File: src/nrmc_pkg.sv
package nrmc_pkg;

    localparam int FIELD_CHARS_DEF = 10;

    localparam logic [7:0] CH_SPACE  = 8'h20;
    localparam logic [7:0] CH_DOLLAR = 8'h24;
    localparam logic [7:0] CH_COMMA  = 8'h2C;
    localparam logic [7:0] CH_ZERO   = 8'h30;
    localparam logic [7:0] CH_NINE   = 8'h39;

    localparam logic [3:0] FC_IDLE   = 4'd0;
    localparam logic [3:0] FC_NAME   = 4'd1;
    localparam logic [3:0] FC_TIME   = 4'd3;
    localparam logic [3:0] FC_STATUS = 4'd5;
    localparam logic [3:0] FC_DATE   = 4'd12;

    localparam logic [7:0] RMC_NAME [5] = '{8'h47, 8'h50, 8'h52, 8'h4D, 8'h43};

    localparam logic [4:0] MONTH_DAYS [12] = '{
        5'd31, 5'd28, 5'd31, 5'd30, 5'd31, 5'd30,
        5'd31, 5'd31, 5'd30, 5'd31, 5'd30, 5'd31
    };

    localparam logic [4:0] HOURS_PER_DAY = 5'd24;
    localparam logic [3:0] MONTHS        = 4'd12;
    localparam logic [4:0] MAX_DAY       = 5'd31;

    typedef enum logic {
        CMD_TIME,
        CMD_DATE
    } t_cmd_kind;

    typedef enum logic [1:0] {
        ADJ_NONE,
        ADJ_ADD,
        ADJ_SUB
    } t_adj;

    typedef struct packed {
        t_cmd_kind  kind;
        logic [6:0] v_hi;
        logic [6:0] v_mid;
        logic [6:0] v_lo;
        logic       err;
    } t_cmd;

    function automatic logic [4:0] month_len(input logic [3:0] m, input logic [6:0] y);
        logic [4:0] len;
        len = MONTH_DAYS[m - 4'd1];
        if (m == 4'd2 && y[1:0] == 2'b00) begin
            len = len + 5'd1;
        end
        return len;
    endfunction

endpackage

File: src/nrmc_front.sv
module nrmc_front import nrmc_pkg::*; #(
    parameter int FIELD_CHARS = FIELD_CHARS_DEF
) (
    input  logic       i_clk,
    input  logic       i_rst_n,
    input  logic       i_valid,
    output logic       o_ready,
    input  logic [7:0] i_rx_char,
    input  logic       i_full,
    output logic       o_push,
    output t_cmd       o_cmd
);

    localparam int CW = $clog2(FIELD_CHARS + 1);
    localparam int IW = $clog2(FIELD_CHARS);

    logic [3:0]    r_field_count, n_field_count;
    logic [CW-1:0] r_char_count, n_char_count;
    logic [7:0]    r_chars [FIELD_CHARS];

    logic          accept;
    logic          wr_en;
    logic          name_ok;
    t_cmd_kind     kind;
    logic [5:0]    pos_ok;
    logic [3:0]    dig [6];
    logic [6:0]    val [3];

    // per-position digit decode; missing or non-digit counts as 0 with error
    always_comb begin
        logic [7:0] ch;
        for (int i = 0; i < 6; i++) begin
            ch = r_chars[i];
            pos_ok[i] = (CW'(i) < r_char_count) && (ch >= CH_ZERO) && (ch <= CH_NINE);
            dig[i] = pos_ok[i] ? 4'(ch - CH_ZERO) : 4'd0;
        end
        for (int k = 0; k < 3; k++) begin
            val[k] = 7'({3'b000, dig[2*k]} * 7'd10) + {3'b000, dig[2*k+1]};
        end
    end

    always_comb begin
        name_ok = (r_char_count == CW'(5));
        for (int i = 0; i < 5; i++) begin
            if (r_chars[i] != RMC_NAME[i]) begin
                name_ok = 1'b0;
            end
        end
    end

    always_comb begin
        accept        = i_valid && !i_full;
        n_field_count = r_field_count;
        n_char_count  = r_char_count;
        wr_en         = 1'b0;
        o_push        = 1'b0;
        kind          = CMD_TIME;
        if (accept && i_rx_char >= CH_SPACE) begin
            if (i_rx_char == CH_DOLLAR) begin
                n_field_count = FC_NAME;
                n_char_count  = '0;
            end else if (r_field_count != FC_IDLE) begin
                if (i_rx_char != CH_COMMA) begin
                    if (r_char_count < CW'(FIELD_CHARS)) begin
                        wr_en        = 1'b1;
                        n_char_count = r_char_count + CW'(1);
                    end
                end else begin
                    n_char_count = '0;
                    unique case (r_field_count)
                        FC_NAME: n_field_count = name_ok ? FC_TIME : FC_IDLE;
                        FC_TIME: begin
                            n_field_count = FC_STATUS;
                            o_push        = 1'b1;
                            kind          = CMD_TIME;
                        end
                        FC_DATE: begin
                            n_field_count = FC_IDLE;
                            o_push        = 1'b1;
                            kind          = CMD_DATE;
                        end
                        default: n_field_count = r_field_count + 4'd1;
                    endcase
                end
            end
        end
    end

    assign o_ready = !i_full;
    assign o_cmd   = '{kind: kind, v_hi: val[0], v_mid: val[1], v_lo: val[2],
                       err: ~&pos_ok};

    always_ff @(posedge i_clk) begin
        if (!i_rst_n) begin
            r_field_count <= FC_IDLE;
            r_char_count  <= '0;
        end else begin
            r_field_count <= n_field_count;
            r_char_count  <= n_char_count;
        end
    end

    always_ff @(posedge i_clk) begin
        if (wr_en) begin
            r_chars[r_char_count[IW-1:0]] <= i_rx_char;
        end
    end

endmodule

File: src/nrmc_queue.sv
module nrmc_queue import nrmc_pkg::*; (
    input  logic i_clk,
    input  logic i_rst_n,
    input  logic i_push,
    input  t_cmd i_cmd,
    output logic o_full,
    output logic o_valid,
    output t_cmd o_head,
    input  logic i_pop
);

    t_cmd       r_entries [2];
    logic       r_wr;
    logic       r_rd;
    logic [1:0] r_count;

    assign o_full  = (r_count == 2'd2);
    assign o_valid = (r_count != 2'd0);
    assign o_head  = r_entries[r_rd];

    always_ff @(posedge i_clk) begin
        if (!i_rst_n) begin
            r_wr    <= 1'b0;
            r_rd    <= 1'b0;
            r_count <= 2'd0;
        end else begin
            if (i_push) begin
                r_wr <= ~r_wr;
            end
            if (i_pop) begin
                r_rd <= ~r_rd;
            end
            r_count <= r_count + 2'(i_push) - 2'(i_pop);
        end
    end

    always_ff @(posedge i_clk) begin
        if (i_push) begin
            r_entries[r_wr] <= i_cmd;
        end
    end

    a_count_bound: assert property (@(posedge i_clk) disable iff (!i_rst_n)
        r_count <= 2'd2) else $error("queue count overflow");
    a_no_push_full: assert property (@(posedge i_clk) disable iff (!i_rst_n)
        !(i_push && o_full)) else $error("push into full queue");
    a_no_pop_empty: assert property (@(posedge i_clk) disable iff (!i_rst_n)
        !(i_pop && !o_valid)) else $error("pop from empty queue");

endmodule

File: src/nrmc_back.sv
module nrmc_back import nrmc_pkg::*; (
    input  logic       i_clk,
    input  logic       i_rst_n,
    input  logic       i_cfg_we,
    input  logic [5:0] i_cfg_wdata,
    input  logic       i_q_valid,
    input  t_cmd       i_head,
    output logic       o_pop,
    output logic       o_valid,
    input  logic       i_ready,
    output logic [4:0] o_hour,
    output logic [5:0] o_minute,
    output logic [5:0] o_second,
    output logic [4:0] o_day,
    output logic [3:0] o_month,
    output logic [6:0] o_year,
    output logic       o_digit_error
);

    logic signed [5:0] r_zone;
    t_adj              r_day_adjust;
    logic [4:0]        r_held_hour;
    logic [5:0]        r_held_minute;
    logic [5:0]        r_held_second;
    logic              r_held_err;
    logic              r_out_valid;

    logic [4:0]  r_hour, r_day;
    logic [5:0]  r_minute, r_second;
    logic [3:0]  r_month;
    logic [6:0]  r_year;
    logic        r_err;

    logic [4:0]        t_h;
    logic [5:0]        t_m, t_s;
    logic signed [5:0] tz;
    logic signed [6:0] local_h;
    logic [4:0]        n_hour;
    t_adj              n_adj;

    logic [4:0] d, ml, ml_prev;
    logic [3:0] mo;
    logic [6:0] y;
    logic [4:0] n_day;
    logic [3:0] n_month;
    logic [6:0] n_year;

    // time: saturate, shift by zone, note day carry or borrow
    always_comb begin
        t_h = (i_head.v_hi  > 7'd23) ? 5'd23 : i_head.v_hi[4:0];
        t_m = (i_head.v_mid > 7'd59) ? 6'd59 : i_head.v_mid[5:0];
        t_s = (i_head.v_lo  > 7'd59) ? 6'd59 : i_head.v_lo[5:0];
        if (r_zone < -6'sd23) begin
            tz = -6'sd23;
        end else if (r_zone > 6'sd23) begin
            tz = 6'sd23;
        end else begin
            tz = r_zone;
        end
        local_h = $signed({2'b00, t_h}) + $signed({tz[5], tz});
        if (local_h < 7'sd0) begin
            n_hour = 5'(local_h + 7'sd24);
            n_adj  = ADJ_SUB;
        end else if (local_h >= 7'sd24) begin
            n_hour = 5'(local_h - 7'sd24);
            n_adj  = ADJ_ADD;
        end else begin
            n_hour = local_h[4:0];
            n_adj  = ADJ_NONE;
        end
    end

    // date: saturate, then apply the carry or borrow with rollover
    always_comb begin
        if (i_head.v_hi == 7'd0) begin
            d = 5'd1;
        end else if (i_head.v_hi > 7'd31) begin
            d = MAX_DAY;
        end else begin
            d = i_head.v_hi[4:0];
        end
        if (i_head.v_mid == 7'd0) begin
            mo = 4'd1;
        end else if (i_head.v_mid > 7'd12) begin
            mo = MONTHS;
        end else begin
            mo = i_head.v_mid[3:0];
        end
        y       = i_head.v_lo;
        ml      = month_len(mo, y);
        ml_prev = month_len((mo == 4'd1) ? MONTHS : mo - 4'd1, y);
        n_day   = d;
        n_month = mo;
        n_year  = y;
        unique case (r_day_adjust)
            ADJ_SUB: begin
                if (d == 5'd1) begin
                    if (mo == 4'd1) begin
                        n_month = MONTHS;
                        n_day   = MAX_DAY;
                        n_year  = (y == 7'd0) ? 7'd99 : y - 7'd1;
                    end else begin
                        n_month = mo - 4'd1;
                        n_day   = ml_prev;
                    end
                end else begin
                    n_day = d - 5'd1;
                end
            end
            ADJ_ADD: begin
                if (d >= ml) begin
                    n_day = 5'd1;
                    if (mo == MONTHS) begin
                        n_month = 4'd1;
                        n_year  = (y == 7'd99) ? 7'd0 : y + 7'd1;
                    end else begin
                        n_month = mo + 4'd1;
                    end
                end else begin
                    n_day = d + 5'd1;
                end
            end
            default: ;
        endcase
    end

    assign o_pop = i_q_valid && (i_head.kind == CMD_TIME || !r_out_valid || i_ready);

    always_ff @(posedge i_clk) begin
        if (!i_rst_n) begin
            r_zone        <= 6'sd0;
            r_day_adjust  <= ADJ_NONE;
            r_held_hour   <= 5'd0;
            r_held_minute <= 6'd0;
            r_held_second <= 6'd0;
            r_held_err    <= 1'b0;
            r_out_valid   <= 1'b0;
        end else begin
            if (i_cfg_we) begin
                r_zone <= $signed(i_cfg_wdata);
            end
            if (o_pop && i_head.kind == CMD_TIME) begin
                r_day_adjust  <= n_adj;
                r_held_hour   <= n_hour;
                r_held_minute <= t_m;
                r_held_second <= t_s;
                r_held_err    <= i_head.err;
            end
            if (o_pop && i_head.kind == CMD_DATE) begin
                r_out_valid <= 1'b1;
            end else if (i_ready) begin
                r_out_valid <= 1'b0;
            end
        end
    end

    always_ff @(posedge i_clk) begin
        if (o_pop && i_head.kind == CMD_DATE) begin
            r_hour   <= r_held_hour;
            r_minute <= r_held_minute;
            r_second <= r_held_second;
            r_day    <= n_day;
            r_month  <= n_month;
            r_year   <= n_year;
            r_err    <= r_held_err | i_head.err;
        end
    end

    assign o_valid       = r_out_valid;
    assign o_hour        = r_hour;
    assign o_minute      = r_minute;
    assign o_second      = r_second;
    assign o_day         = r_day;
    assign o_month       = r_month;
    assign o_year        = r_year;
    assign o_digit_error = r_err;

    a_held_hour: assert property (@(posedge i_clk) disable iff (!i_rst_n)
        r_held_hour < HOURS_PER_DAY) else $error("held hour out of range");
    a_rose_on_date: assert property (@(posedge i_clk) disable iff (!i_rst_n)
        $rose(r_out_valid) |-> $past(o_pop && i_head.kind == CMD_DATE))
        else $error("result without date beat");
    a_date_range: assert property (@(posedge i_clk) disable iff (!i_rst_n)
        $past(o_pop && i_head.kind == CMD_DATE) |->
        (r_day != 5'd0 && r_month != 4'd0 && r_month <= MONTHS && r_year <= 7'd99))
        else $error("date out of range");

endmodule

File: src/nmea_rmc_time_date_parser.sv
// Output: o_valid rises after the date field's closing comma passes the command queue
// and r_out_valid, later only while an earlier result is still waiting for i_ready.
// Throughput: one character per cycle; the front stalls only when the
// two-entry command queue is full, which happens only while results back up.
// Reset: synchronous, active low; clears field tracking, queue, output valid,
// day adjust, held time and the zone offset (0). Field buffer is not cleared.
module nmea_rmc_time_date_parser import nrmc_pkg::*; #(
    parameter int FIELD_CHARS = FIELD_CHARS_DEF
) (
    input  logic       i_clk,
    input  logic       i_rst_n,
    input  logic       i_cfg_we,
    input  logic [5:0] i_cfg_wdata,
    input  logic       i_valid,
    output logic       o_ready,
    input  logic [7:0] i_rx_char,
    output logic       o_valid,
    input  logic       i_ready,
    output logic [4:0] o_hour,
    output logic [5:0] o_minute,
    output logic [5:0] o_second,
    output logic [4:0] o_day,
    output logic [3:0] o_month,
    output logic [6:0] o_year,
    output logic       o_digit_error
);

    logic q_full;
    logic q_push;
    t_cmd q_in;
    logic q_valid;
    t_cmd q_head;
    logic q_pop;

    nrmc_front #(
        .FIELD_CHARS(FIELD_CHARS)
    ) u_front (
        .i_clk     (i_clk),
        .i_rst_n   (i_rst_n),
        .i_valid   (i_valid),
        .o_ready   (o_ready),
        .i_rx_char (i_rx_char),
        .i_full    (q_full),
        .o_push    (q_push),
        .o_cmd     (q_in)
    );

    nrmc_queue u_queue (
        .i_clk   (i_clk),
        .i_rst_n (i_rst_n),
        .i_push  (q_push),
        .i_cmd   (q_in),
        .o_full  (q_full),
        .o_valid (q_valid),
        .o_head  (q_head),
        .i_pop   (q_pop)
    );

    nrmc_back u_back (
        .i_clk         (i_clk),
        .i_rst_n       (i_rst_n),
        .i_cfg_we      (i_cfg_we),
        .i_cfg_wdata   (i_cfg_wdata),
        .i_q_valid     (q_valid),
        .i_head        (q_head),
        .o_pop         (q_pop),
        .o_valid       (o_valid),
        .i_ready       (i_ready),
        .o_hour        (o_hour),
        .o_minute      (o_minute),
        .o_second      (o_second),
        .o_day         (o_day),
        .o_month       (o_month),
        .o_year        (o_year),
        .o_digit_error (o_digit_error)
    );

endmodule
File: config.mk
export PLATFORM = sky130hd
export DESIGN_NAME = nmea_rmc_time_date_parser
export DESIGN_NICKNAME = d
export VERILOG_FILES = /design/src/nrmc_pkg.sv /design/src/nrmc_front.sv /design/src/nrmc_queue.sv /design/src/nrmc_back.sv /design/src/nmea_rmc_time_date_parser.sv
export SDC_FILE = /design/constraint.sdc
export NUM_CORES = 1
export LEC_CHECK = 0
export ABC_AREA = 0
export BUFFER_PORTS_ARGS = -buffer_cell sky130_fd_sc_hd__buf_2
export CAP_MARGIN = 10
export CORE_ASPECT_RATIO = 1.2
export CORE_MARGIN = 3
export CORE_UTILIZATION = 65
export CTS_CLUSTER_DIAMETER = 150
export DETAILED_ROUTE_END_ITERATION = 10
export HOLD_SLACK_MARGIN = 0.06
export MAX_ROUTING_LAYER = met4
export PLACE_DENSITY = 0.84
export RECOVER_POWER = 25
export SYNTH_ARGS = -nofsm -noshare
export SYNTH_HDL_FRONTEND = slang
export SYNTH_SLANG_ARGS = --single-unit
File: constraint.sdc
create_clock -name i_clk -period 8.79 [get_ports i_clk]
set_input_delay 0 -clock i_clk [delete_from_list [all_inputs] [get_ports i_clk]]
set_output_delay 0 -clock i_clk [all_outputs]
set_load 0.1 [all_outputs]
======== After elaboration in Yosys (flattened, before gate mapping) ========
Memories as Yosys holds them, arrays and structs flattened. A register that Yosys moved wholly into a read port is not among the register bits.
Cells that the tools add are included.
storage, ports and cells
  memories ................................ 4
  output and inout bits ................... 36
  word-level logic and storage cells ...... 225
  input port bits ......................... 19
  bits in writable memories ............... 126
  ROM bits ................................ 160
  bits in registers ....................... 73
memories
  memory             depth  bits a word  rd ports  clocked after Yosys merged registers in  write ports  line              text
  (no name shown)    16     5            1         0                                        0            nrmc_pkg.sv:49    len = MONTH_DAYS[m - 4'd1];
  (no name shown)    16     5            1         0                                        0            nrmc_pkg.sv:49
  u_front.r_chars    10     8            6         0                                        1            nrmc_front.sv:19  logic [7:0] r_chars [FIELD_CHARS];
  u_queue.r_entries  2      23           1         1                                        1            nrmc_queue.sv:12  t_cmd r_entries [2];
operators by class
  muxes and demuxes ....................... 78
  bitwise gates (word level) .............. 6
  eq/ne operators ......................... 22
  reduce and logical (&&, ||, !) cells .... 36
  add/subtract/negate cells ............... 25
  multiply operators ...................... 3
  $lt $le $gt $ge ......................... 32
operators by type and width
  operator                                                                count
  4-bit 2-to-1 mux                                                        19
  5-bit 2-to-1 mux                                                        14
  8-bit by 6-bit >= comparator with 1-bit output (second input constant)  7
  8-bit by 6-bit <= comparator with 1-bit output (second input constant)  6
  7-bit 2-to-1 mux                                                        6
  8-bit by 7-bit != test with 1-bit output (second input constant)        5
  4-bit by 1-bit subtractor with 4-bit output (second input constant)     8
  1-bit 2-to-1 mux                                                        29
  6-bit 2-to-1 mux                                                        4
  7-bit by 4-bit adder with 7-bit output                                  3
  7-bit logical NOT                                                       3
  1-bit logical AND                                                       19
  4-bit by 3-bit multiplier with 6-bit output (second input constant)     3
  5-bit by 1-bit adder with 5-bit output (second input constant)          3
  7-bit by 5-bit > comparator with 1-bit output (second input constant)   2
  7-bit by 6-bit > comparator with 1-bit output (second input constant)   2
  7-bit case mux with 2 select lines                                      1
  4-bit by 1-bit adder with 4-bit output (second input constant)          3
  4-bit by 2-bit == test with 1-bit output (second input constant)        3
  4-bit case mux with 3 select lines                                      1
  5-bit >= comparator (second input constant)                             2
  4-bit inverter with 5-bit output                                        2
  5-bit case mux with 2 select lines                                      1
  4-bit by 1-bit == test with 1-bit output (second input constant)        2
  other kinds (40)                                                        54

======== Longest topological paths before layout ========
Gate-level depths: netlist (run 1).
  word-level depth ........................ 15
  gate-level depth with buffers ........... 24
  mapped depth without buffers ............ 19

======== By module ========
Synthesis (run 1) repeated with hierarchy kept, for this count alone.
second synthesis, totals
  cells, all modules ...................... 863
  area, all modules ....................... 9571.7 µm²
modules (own cells, without submodules)
  module      instances  area each (µm²)  sequential area each (µm²)  cells each
  nrmc_back   1          4443.0           1561.5                      503
  nrmc_front  1          3238.1           1601.5                      268
  nrmc_queue  1          1890.6           1481.4                      92

======== Worst setup path after synthesis (run 1) ========
Ideal clock, no wire load.
  kind .................................... register to register
  start ................................... register with a tool-made name
  end ..................................... register u_back.r_month[1], in the netlist u_back.o_month[1] (data pin)
  stages on the path, launching flop included .. 22
  path slack .............................. 4.051 ns
  data arrival time ....................... 4.477 ns
  buffers on the path ..................... 5
  path through ............................ dfxtp_1 -> buf_6 -> buf_2 -> buf_4 -> mux2i_1 -> a211oi_1 -> inv_2 -> ha_1 -> clkbuf_1 -> xnor2_1 -> a21oi_1 -> mux2i_1 -> ha_1 -> mux2i_1 -> ha_1 -> a21o_1 -> a21oi_1 -> o21a_1 -> clkbuf_1 -> o31ai_1 -> a222oi_1 -> inv_1
RTL lines
  what                  line              text
  to (signal assigned)  nrmc_back.sv:163  r_month <= n_month;
  to (decl)             nrmc_back.sv:30   logic [3:0] r_month;

==> metrics.csv, run 1 <==
metric,value,unit
"EDFF count, synth",128,
postcts setup bufs,0,
antenna fix cells,0,
Setup TNS Final,0,ns
WS Path Type,register to register,
Final setup viols,0,
R2R Path End,u_back.o_year[4],
Worst-Skew Late Latency,0.43,ns
Bufs on Longest Clock Path,2,
Multi-input gate area,4168,µm²
Crit path required time,8.94,ns
gr ovfl total,0,
Max-Slew Margin vs Limit,21.97,%
mapped cell area,9034,µm²
Hold Buf Count CTS,23,
Total GRT Usage,29.74,%
#FFs+latches synth,168,
synth unique cells,76,
largest family of logic cells by synthesized area,simple AND/OR/NAND/NOR gates,
cell count of the worst reg-to-reg path,18,
Post-Synth Adder-Cell Area,9.030,%
Final ANT Viol Nets,0,
Setup Skew,0.008005,ns
Worst VDD drop,263.7,µV
worst setup path end,u_back.o_year[4],
total wire length,21.65,mm
TritonRoute pass-1 iters,5,
TritonCTS Sinks,168,
Syn-to-layout area delta,13.13,%
Placed Cells,1021,
"top cells by area, synth","edfxtp_1 43%, dfxtp_1 8.9%, ha_1 7.5%",
vias in the first global route,6792,
simple-gate share of the synthesized area,17.34,%
"area leader, netlist",edfxtp_1,
worst min-delay path class,register to register,
TritonCTS clock tree,built,
fin nets,975,
Placeable Area,13410,µm²
Worst Tran Pin Value,1.175,ns
initial DRC count,546,
Pleak,3.941,nW
CTS Buf Count,17,
Starting Density,67.36,%
Synth Area per Inst,11.03,µm²
Final Slew Violations,0,
# DRC,0,
first-pass GRT wire length,34.49,mm
outcome,"complete, no violations",
Final HPWL DP,15.58,mm
xor/xnor share of the synthesized area,2.715,%
crit path capture type,register,
register area share after synthesis,51.41,%
std cell rows,46,
initial antenna violation count,0,
final instance area,10220,µm²
"Period Utilization, post-route",66.80,%
Synth Instances,819,
FF+latch area,4646,µm²
Fin. Hold Viols,0,
share of cells above drive strength 1,10.46,%
H-Tree Depth,4,
mux contribution to synthesized area,4.418,%
"CTS clk-pin slew, worst paths",0.07,ns
Root Driver,clkbuf_16,
reg2reg setup slack,2.92,ns
compound-cell area share of the yosys netlist,12.55,%
min cycle time layout,5.872,ns
CP arrival,6.02,ns
Hold WS,0.4369,ns
Max Freq,0.1703,GHz
number of max-cap violations,0,
RSZ-0062 raised after global routing,no,
Horiz. Die Dim,113.6,µm
Power Dens Cells,268.6,nW/µm²
Yosys top cell area share,42.55,%
chip height,135.1,µm
IO buf count,54,
fin cells,1076,
post-cts resize count,0,
wire per inst,20.12,µm
routed vias/inst,6.373,
largest net degree at the start of global routing,42,
top fanout value on the critical path,41,
Yosys warnings,0,
die area,15350,µm²
"FFs w/ async S/R, synth",0,%
Filler cells,820,
Top Ports,55,
Startpoint Class,register,
Via Count,6857,
most common flop cell mapped by yosys,edfxtp_1,
Placed Area,9440,µm²
post-synth net total,899,
gpl congestion,1.006,
## final cells by class
type                    instances  share of cell area (%)
repair buffers                 82                   4.946
clock inverters                15                   1.530
flip-flops and latches        168                   45.46
well taps                     168                   2.057
clock buffers                  17                   4.163
multi-input cells             597                   40.78
inverters                      29                   1.065
## cells in the final DEF, fill, tap and decap left out, drive strengths merged, types with 6 or more instances in the layout
| master | count |
|---|---|
| nor4b | 6 |
| xor2 | 7 |
| inv | 36 |
| o21ai | 36 |
| nand2 | 60 |
| dfxtp | 40 |
| buf | 33 |
| ha | 54 |
| a211oi | 9 |
| nor3 | 19 |
| a21oi | 43 |
| edfxtp | 128 |
| mux2i | 32 |
| nor2 | 89 |
| fa | 7 |
| nand4 | 10 |
| and2 | 35 |
| mux2 | 7 |
| xnor2 | 21 |
| dlygate4sd3 | 23 |
| clkbuf | 43 |
| a21o | 12 |
| nand3 | 31 |
| and3 | 10 |
| nor3b | 6 |
| nor2b | 7 |
## cells in the mapped netlist (all sizes together), types with 6 or more instances
cell,instances
nor3b,6
nand2,60
edfxtp,128
xor2,7
xnor2,21
a21oi,43
and3,10
mux2i,32
a211oi,9
and2,35
dfxtp,40
nand3,31
clkbuf,17
nor2,89
nand4,10
mux2,7
o21ai,36
a21o,12
inv,28
ha,54
nor4b,6
nor2b,7
buf,8
nor3,19
fa,7
## stage by stage
step	utilization, %	worst slack, ns	total power [mW]
after floorplan	-	4.051	1.805
after global placement	70.40	3.187	1.979
after detailed placement	70.40	3.012	2.002
after CTS	76.45	2.974	2.741
after global routing	76.21	2.447	2.867
final	76.21	2.918	2.745
## kinds of logic (layout without fill, tap and decap cells)
logic type / after synthesis / count (layout)
flip-flops: 168 / 168
AND/OR/NAND/NOR: 301 / 301
AO/OA/AOI/OAI: 168 / 168
multiplexers: 39 / 39
XOR/XNOR: 28 / 28
buffers and inverters: 54 / 143
adder cells (fa/ha/maj): 61 / 61
## power breakdown
group,total [mW],switching (mW),internal [mW]
logic,1.00,0.698,0.305
registers,1.01,0.0616,0.953
clock network,0.728,0.327,0.401
total,2.75,1.09,1.66
## worst min-delay path by stage
| stage | slack (ns) | to | depth (start not counted) | start |
|---|---|---|---|---|
| finish | 0.44 | u_back.o_hour[2] | 0 | u_back.r_held_hour[2] |
| global route | 0.45 | u_back.o_hour[4] | 0 | u_back.r_held_hour[4] |
| CTS | 0.37 | u_front.r_chars[2][4] | 2 | i_rx_char[4] |
| detailed placement | 0.25 | u_back.r_zone[2] | 3 | i_cfg_wdata[2] |
| global placement | 0.23 | u_back.r_zone[5] | 3 | i_cfg_wdata[5] |
| floorplan | 0.1 | u_front.r_chars[0][0] | 0 | i_rx_char[0] |
## state kept, by name, summed over array words and instances, names as in the netlist, 2 cells and up, named ones only
register,flops
u_front.r_field_count,4
u_back.o_day,5
u_queue.r_entries,46
u_back.o_second,6
u_back.r_held_second,6
u_back.o_month,4
u_back.o_hour,5
u_front.r_char_count,4
u_back.r_zone,6
u_back.o_minute,6
u_front.r_chars,48
u_back.o_year,7
u_back.r_held_hour,5
u_back.r_held_minute,6
u_queue.r_count,2
u_back.r_day_adjust,2
## routing by layer
layer | global-route usage (%) | up-vias | wire length, µm
li1 | - | 3201 | -
met1 | 33.51 | 3238 | 8167
met2 | 50.82 | 341 | 11120
met3 | 4.915 | 77 | 1278
met4 | 15.50 | 0 | 1088
met5 | - | - | 0
## critical path, stage by stage, from the launching register on
cell and delay (ns):
dfxtp_2 0.95, nor4b_4 0.49, nor2_1 0.18, a211oi_1 0.77, inv_2 0.13, ha_1 0.35
xnor2_1 0.34, a21oi_1 0.11, mux2i_1 0.24, ha_1 0.28, mux2i_1 0.13, ha_1 0.24
a21o_1 0.16, a21oi_1 0.15, o21a_1 0.44, nand2b_1 0.23, o21ai_0 0.10, o311ai_0 0.14
nand3_1 0.15
(Power assumes the default switching activity.)
==> inputs of run 2 (changes only) <==
--- a/config.mk
+++ b/config.mk
@@ -10,12 +10,12 @@
 export CAP_MARGIN = 10
 export CORE_ASPECT_RATIO = 1.2
 export CORE_MARGIN = 3
-export CORE_UTILIZATION = 65
+export CORE_UTILIZATION = 61
 export CTS_CLUSTER_DIAMETER = 150
 export DETAILED_ROUTE_END_ITERATION = 10
 export HOLD_SLACK_MARGIN = 0.06
 export MAX_ROUTING_LAYER = met4
-export PLACE_DENSITY = 0.84
+export PLACE_DENSITY = 0.8
 export RECOVER_POWER = 25
 export SYNTH_ARGS = -nofsm -noshare
 export SYNTH_HDL_FRONTEND = slang
==> constraint.sdc (replaced) <==
create_clock -name i_clk -period 6.15 [get_ports i_clk]
set_input_delay 0 -clock i_clk [delete_from_list [all_inputs] [get_ports i_clk]]
set_output_delay 0 -clock i_clk [all_outputs]
set_load 0.1 [all_outputs]
==> run 2 against run 1 <==
Via count grew 0.66%. Sequential share of layout area shrank 0.24 points. Sequential cell count stayed put. Critical path depth increased by 3. Total power up 43%. Wire length shrank 4.4%. Register-to-register slack lost 2.1 ns. First-iteration DRC count up 48%. Largest power group is now combinational logic. Maximum frequency is 9.7% higher. Largest cell class unchanged.
==> metrics.csv, run 2 (same netlist as run 1, synthesis figures left out) <==
metric,value,unit
Horiz. Die Dim,117.1,µm
Placeable Area,14470,µm²
top fanout value on the critical path,22,
CP arrival,5.60,ns
HP Start,i_ready,
RSZ-0062 raised after global routing,no,
crit path capture type,register,
Final HPWL DP,14.74,mm
"commonest non-fill, non-tap cell in the layout",edfxtp_1,
wire per inst,18.69,µm
worst min-delay path class,primary input to register,
Setup Skew,0.008589,ns
IO buf count,54,
Pleak,3.963,nW
Syn-to-layout area delta,13.73,%
worst-path cell with the longest stage delay,dfxtp_2,
Final ANT Viol Nets,0,
Final Slew Violations,0,
Placed Cells,1053,
Total GRT Usage,26.74,%
Worst VDD drop,216.6,µV
Startpoint Class,register,
min cycle time layout,5.353,ns
Bufs on Longest Clock Path,2,
final instance area,10270,µm²
Crit path required time,6.40,ns
share of cells above drive strength 1,10.13,%
Max-Slew Margin vs Limit,22.42,%
fin nets,975,
outcome,"complete, no violations",
first-pass GRT wire length,33.27,mm
initial DRC count,807,
Top Ports,55,
total wire length,20.70,mm
routed vias/inst,6.229,
Fin. Hold Viols,0,
cell count of the worst reg-to-reg path,21,
WS Path Type,register to register,
vias in the first global route,6824,
Power Dens Cells,383.2,nW/µm²
TritonCTS clock tree,built,
Max Freq,0.1868,GHz
gpl congestion,1.050,
Hold WS,0.4288,ns
Via Count,6902,
Starting Density,62.41,%
WHS Endpoint,u_back.o_valid,
initial antenna violation count,0,
Placed Area,9480,µm²
"CTS clk-pin slew, worst paths",0.06,ns
CTS Buf Count,17,
largest net degree at the start of global routing,35,
"Period Utilization, post-route",87.04,%
reg2reg setup slack,0.80,ns
TritonRoute pass-1 iters,6,
fin cells,1108,
R2R Path End,u_back.o_year[5],
Setup TNS Final,0,ns
chip height,139.3,µm
worst path cell trace,buf_4 > nor3b_1 > o22ai_1 > a21oi_1 > buf_4 > inv_2 > ha_1 > xnor2_1 > nor2_1 > a21oi_1 > mux2i_1 > ha_1 > mux2i_1 > ha_1 > a21o_1 > a21oi_1 > o21a_1 > nor2_1 > nand3_1 > or3_1 > o221ai_1,
number of max-cap violations,0,
Root Driver,clkbuf_16,
std cell rows,48,
die area,16310,µm²
most frequent cells in the layout,"128 x edfxtp_1, 89 x nor2_1, 60 x nand2_1",
total chip power,3.937,mW
Worst-Skew Late Latency,0.43,ns
# DRC,0,
worst path bufs/invs,3,
Top Family by Delay on Critical Path,simple AND/OR/NAND/NOR gates,
Worst path max stage delay,0.62,ns
hold depth,5,
gr ovfl total,0,
TritonCTS Sinks,168,
max reg flops,48,
Worst Tran Pin Value,1.169,ns
Final setup viols,0,
postcts setup bufs,0,
H-Tree Depth,4,
antenna fix cells,0,
-- run 2: timing repair --
action | CTS | global route
hold buffers | 23 | 0
endpoints found under the hold margin | 70 | 0
gates resized for setup | 0 | 0
-- run 2: layout make-up --
class,instances,area (µm²)
sequential,168,4646
fill,987,4200
multi-input combinational,597,4168
clock buffer,23,510.5
timing repair buffer,82,505.5
tap,200,250.2
inverter,29,108.9
clock inverter,9,85.08
-- run 2: tightest hold or removal path: cells and delay by family --
| family | cells | cell delay [ns] |
|---|---|---|
| buffers and inverters | 2 | 0.61 |
| and+or+nand+nor | 3 | 0.20 |
-- run 2: stage by stage --
stage | setup WS, ns | util [%]
global route | 0.4196 | 70.98
detailed placement | 0.9885 | 65.50
global placement | 1.233 | 65.50
floorplan | 1.411 | -
CTS | 0.9346 | 71.21
finish | 0.7972 | 70.98
-- run 2: per-layer routing --
layer  track usage, %  routed length [µm]
met1            29.91                7676
met2            44.56               10630
met3            5.046                1386
met4            14.31                1013
met5                -                   0
-- run 2: where the power goes --
| part | switching, mW | total [mW] | internal, mW | leakage, nW |
|---|---|---|---|---|
| combinational | 1.01 | 1.45 | 0.437 | 2.14 |
| sequential | 0.0671 | 1.43 | 1.36 | 1.53 |
| clock | 0.432 | 1.06 | 0.628 | 0.292 |
| total | 1.51 | 3.94 | 2.43 | 3.96 |
-- run 2: worst max path at each step --
stage,start,endpoint,slack [ns],depth (start not counted)
after floorplan,register,u_back.o_month[1],1.41,21
after global placement,register,u_back.o_year[6],1.23,20
after detailed placement,register,u_back.o_year[5],0.99,21
after CTS,register,u_back.o_year[5],0.93,21
after global routing,register,u_back.o_year[3],0.42,21
final,register,u_back.o_year[5],0.80,21
==> inputs of run 3 (changes only) <==
--- a/config.mk
+++ b/config.mk
@@ -15,7 +15,7 @@
 export DETAILED_ROUTE_END_ITERATION = 10
 export HOLD_SLACK_MARGIN = 0.06
 export MAX_ROUTING_LAYER = met4
-export PLACE_DENSITY = 0.8
+export PLACE_DENSITY = 0.89
 export RECOVER_POWER = 25
 export SYNTH_ARGS = -nofsm -noshare
 export SYNTH_HDL_FRONTEND = slang
==> run 3 against run 2 <==
Combinational power is essentially flat. Setup slack gained 0.13 ns. Clock power is essentially flat. Sequential share of layout area shrank 0.12 points. Clock-buffer cell count grew 3. Sequential cell count is the same. Global-route usage grew 0.38 points. Design area grew 0.26%. Non-clock buffer count grew 2. Via count shrank 2.8%. Die area is the same.
==> metrics.csv, run 3 (same netlist as run 1, synthesis figures left out) <==
metric,value,unit
most frequent CP cell,ha_1,
R2R Path End,u_back.o_year[5],
outcome,"complete, no violations",
IO buf count,54,
number of max-cap violations,0,
Power Dens Cells,385.4,nW/µm²
initial antenna violation count,0,
crit path capture type,register,
WS Path Type,register to register,
cell count of the worst reg-to-reg path,21,
post-cts resize count,0,
"Period Utilization, post-route",85.00,%
first-pass GRT wire length,33.38,mm
gr ovfl total,0,
Via Count,6707,
Root Driver,clkbuf_16,
TritonRoute pass-1 iters,5,
die area,16310,µm²
Placeable Area,14470,µm²
vias in the first global route,6604,
fin nets,977,
RSZ-0062 raised after global routing,no,
reg2reg setup slack,0.92,ns
CTS Buf Count,17,
Horiz. Die Dim,117.1,µm
H-Tree Depth,4,
Bufs on Longest Clock Path,2,
"commonest non-fill, non-tap cell in the layout",edfxtp_1,
postcts setup bufs,0,
Syn-to-layout area delta,14.02,%
share of cells above drive strength 1,10.11,%
Total GRT Usage,27.11,%
WHS Endpoint,u_back.o_second[3],
Hold WS,0.4353,ns
total wire length,20.80,mm
Final HPWL DP,14.02,mm
TritonCTS clock tree,built,
Max Freq,0.1913,GHz
CP arrival,5.49,ns
max reg flops,48,
wire per inst,18.74,µm
Top Ports,55,
hold depth,0,
worst-path cell with the longest stage delay,dfxtp_2,
Worst VDD drop,336.6,µV
initial DRC count,731,
# DRC,0,
Worst path max stage delay,0.66,ns
Fin. Hold Viols,0,
Max-Slew Margin vs Limit,20.76,%
"CTS clk-pin slew, worst paths",0.06,ns
Final setup viols,0,
worst path cell trace,buf_4 > nor2b_1 > a21o_1 > a211oi_1 > buf_4 > inv_2 > ha_1 > xnor2_1 > nor2_1 > a21oi_1 > mux2i_1 > ha_1 > mux2i_1 > ha_1 > a21o_1 > a21oi_1 > o21a_1 > nor2_1 > nand3_1 > or3_1 > o221ai_1,
std cell rows,48,
gpl congestion,0.9872,
Crit path required time,6.41,ns
antenna fix cells,0,
Pleak,3.978,nW
worst path bufs/invs,3,
Top Family by Delay on Critical Path,compound AO/OA/AOI/OAI gates,
Startpoint Class,register,
worst min-delay path class,register to register,
routed vias/inst,6.042,
largest net degree at the start of global routing,33,
Setup TNS Final,0,ns
Setup Skew,0.009702,ns
HP Start,u_back.r_held_second[3],
Final Slew Violations,0,
chip height,139.3,µm
top fanout value on the critical path,22,
Final ANT Viol Nets,0,
Starting Density,62.41,%
min cycle time layout,5.227,ns
most frequent cells in the layout,"128 x edfxtp_1, 89 x nor2_1, 60 x nand2_1",
Worst Tran Pin Value,1.194,ns
Worst-Skew Late Latency,0.43,ns
TritonCTS Sinks,168,
[run 3: final cells by class]
class | instances | area (µm²)
sequential | 168 | 4646
clock buffer | 26 | 521.8
tap | 200 | 250.2
fill | 978 | 4174
multi-input combinational | 597 | 4168
timing repair buffer | 84 | 520.5
inverter | 29 | 108.9
clock inverter | 6 | 85.08
[run 3: through the flow]
stage	instances	cell area (µm²)	total power, mW	utilization, %	worst slack (ns)
2_1_floorplan	819	9034	2.579	-	1.411
3_3_place_gp	1055	9495	2.820	65.60	1.162
3_5_place_dp	1055	9495	2.845	65.60	1.070
4_1_cts	1110	10330	3.954	71.39	0.9737
5_1_grt	1110	10300	4.154	71.16	0.5519
6_report	1110	10300	3.970	71.16	0.9228
[run 3: repair_timing]
| item | 4_1_cts | 5_1_grt |
|---|---|---|
| hold buffers | 23 | 0 |
| setup endpoints to repair | 0 | 0 |
| hold endpoints to repair | 69 | 0 |
[run 3: worst max path at each step]
stage / end / slack (ns) / depth (start not counted)
6_report: u_back.o_year[5] / 0.92 / 21
3_3_place_gp: u_back.o_year[5] / 1.16 / 21
3_5_place_dp: u_back.o_year[1] / 1.07 / 19
2_1_floorplan: u_back.o_month[1] / 1.41 / 21
5_1_grt: u_back.o_year[5] / 0.55 / 21
4_1_cts: u_back.o_year[1] / 0.97 / 19
[run 3: metal layers]
metal / vias to the layer above / track usage [%] / wire, µm
li1: 3207 / - / -
met3: 75 / 4.437 / 1156
met1: 3152 / 31.79 / 7987
met5: - / - / 0
met4: 0 / 13.35 / 918
met2: 273 / 44.71 / 10740
[run 3: where the power goes]
group | switching, mW | internal (mW)
clock network | 0.417 | 0.668
logic | 1.01 | 0.439
registers | 0.0709 | 1.36
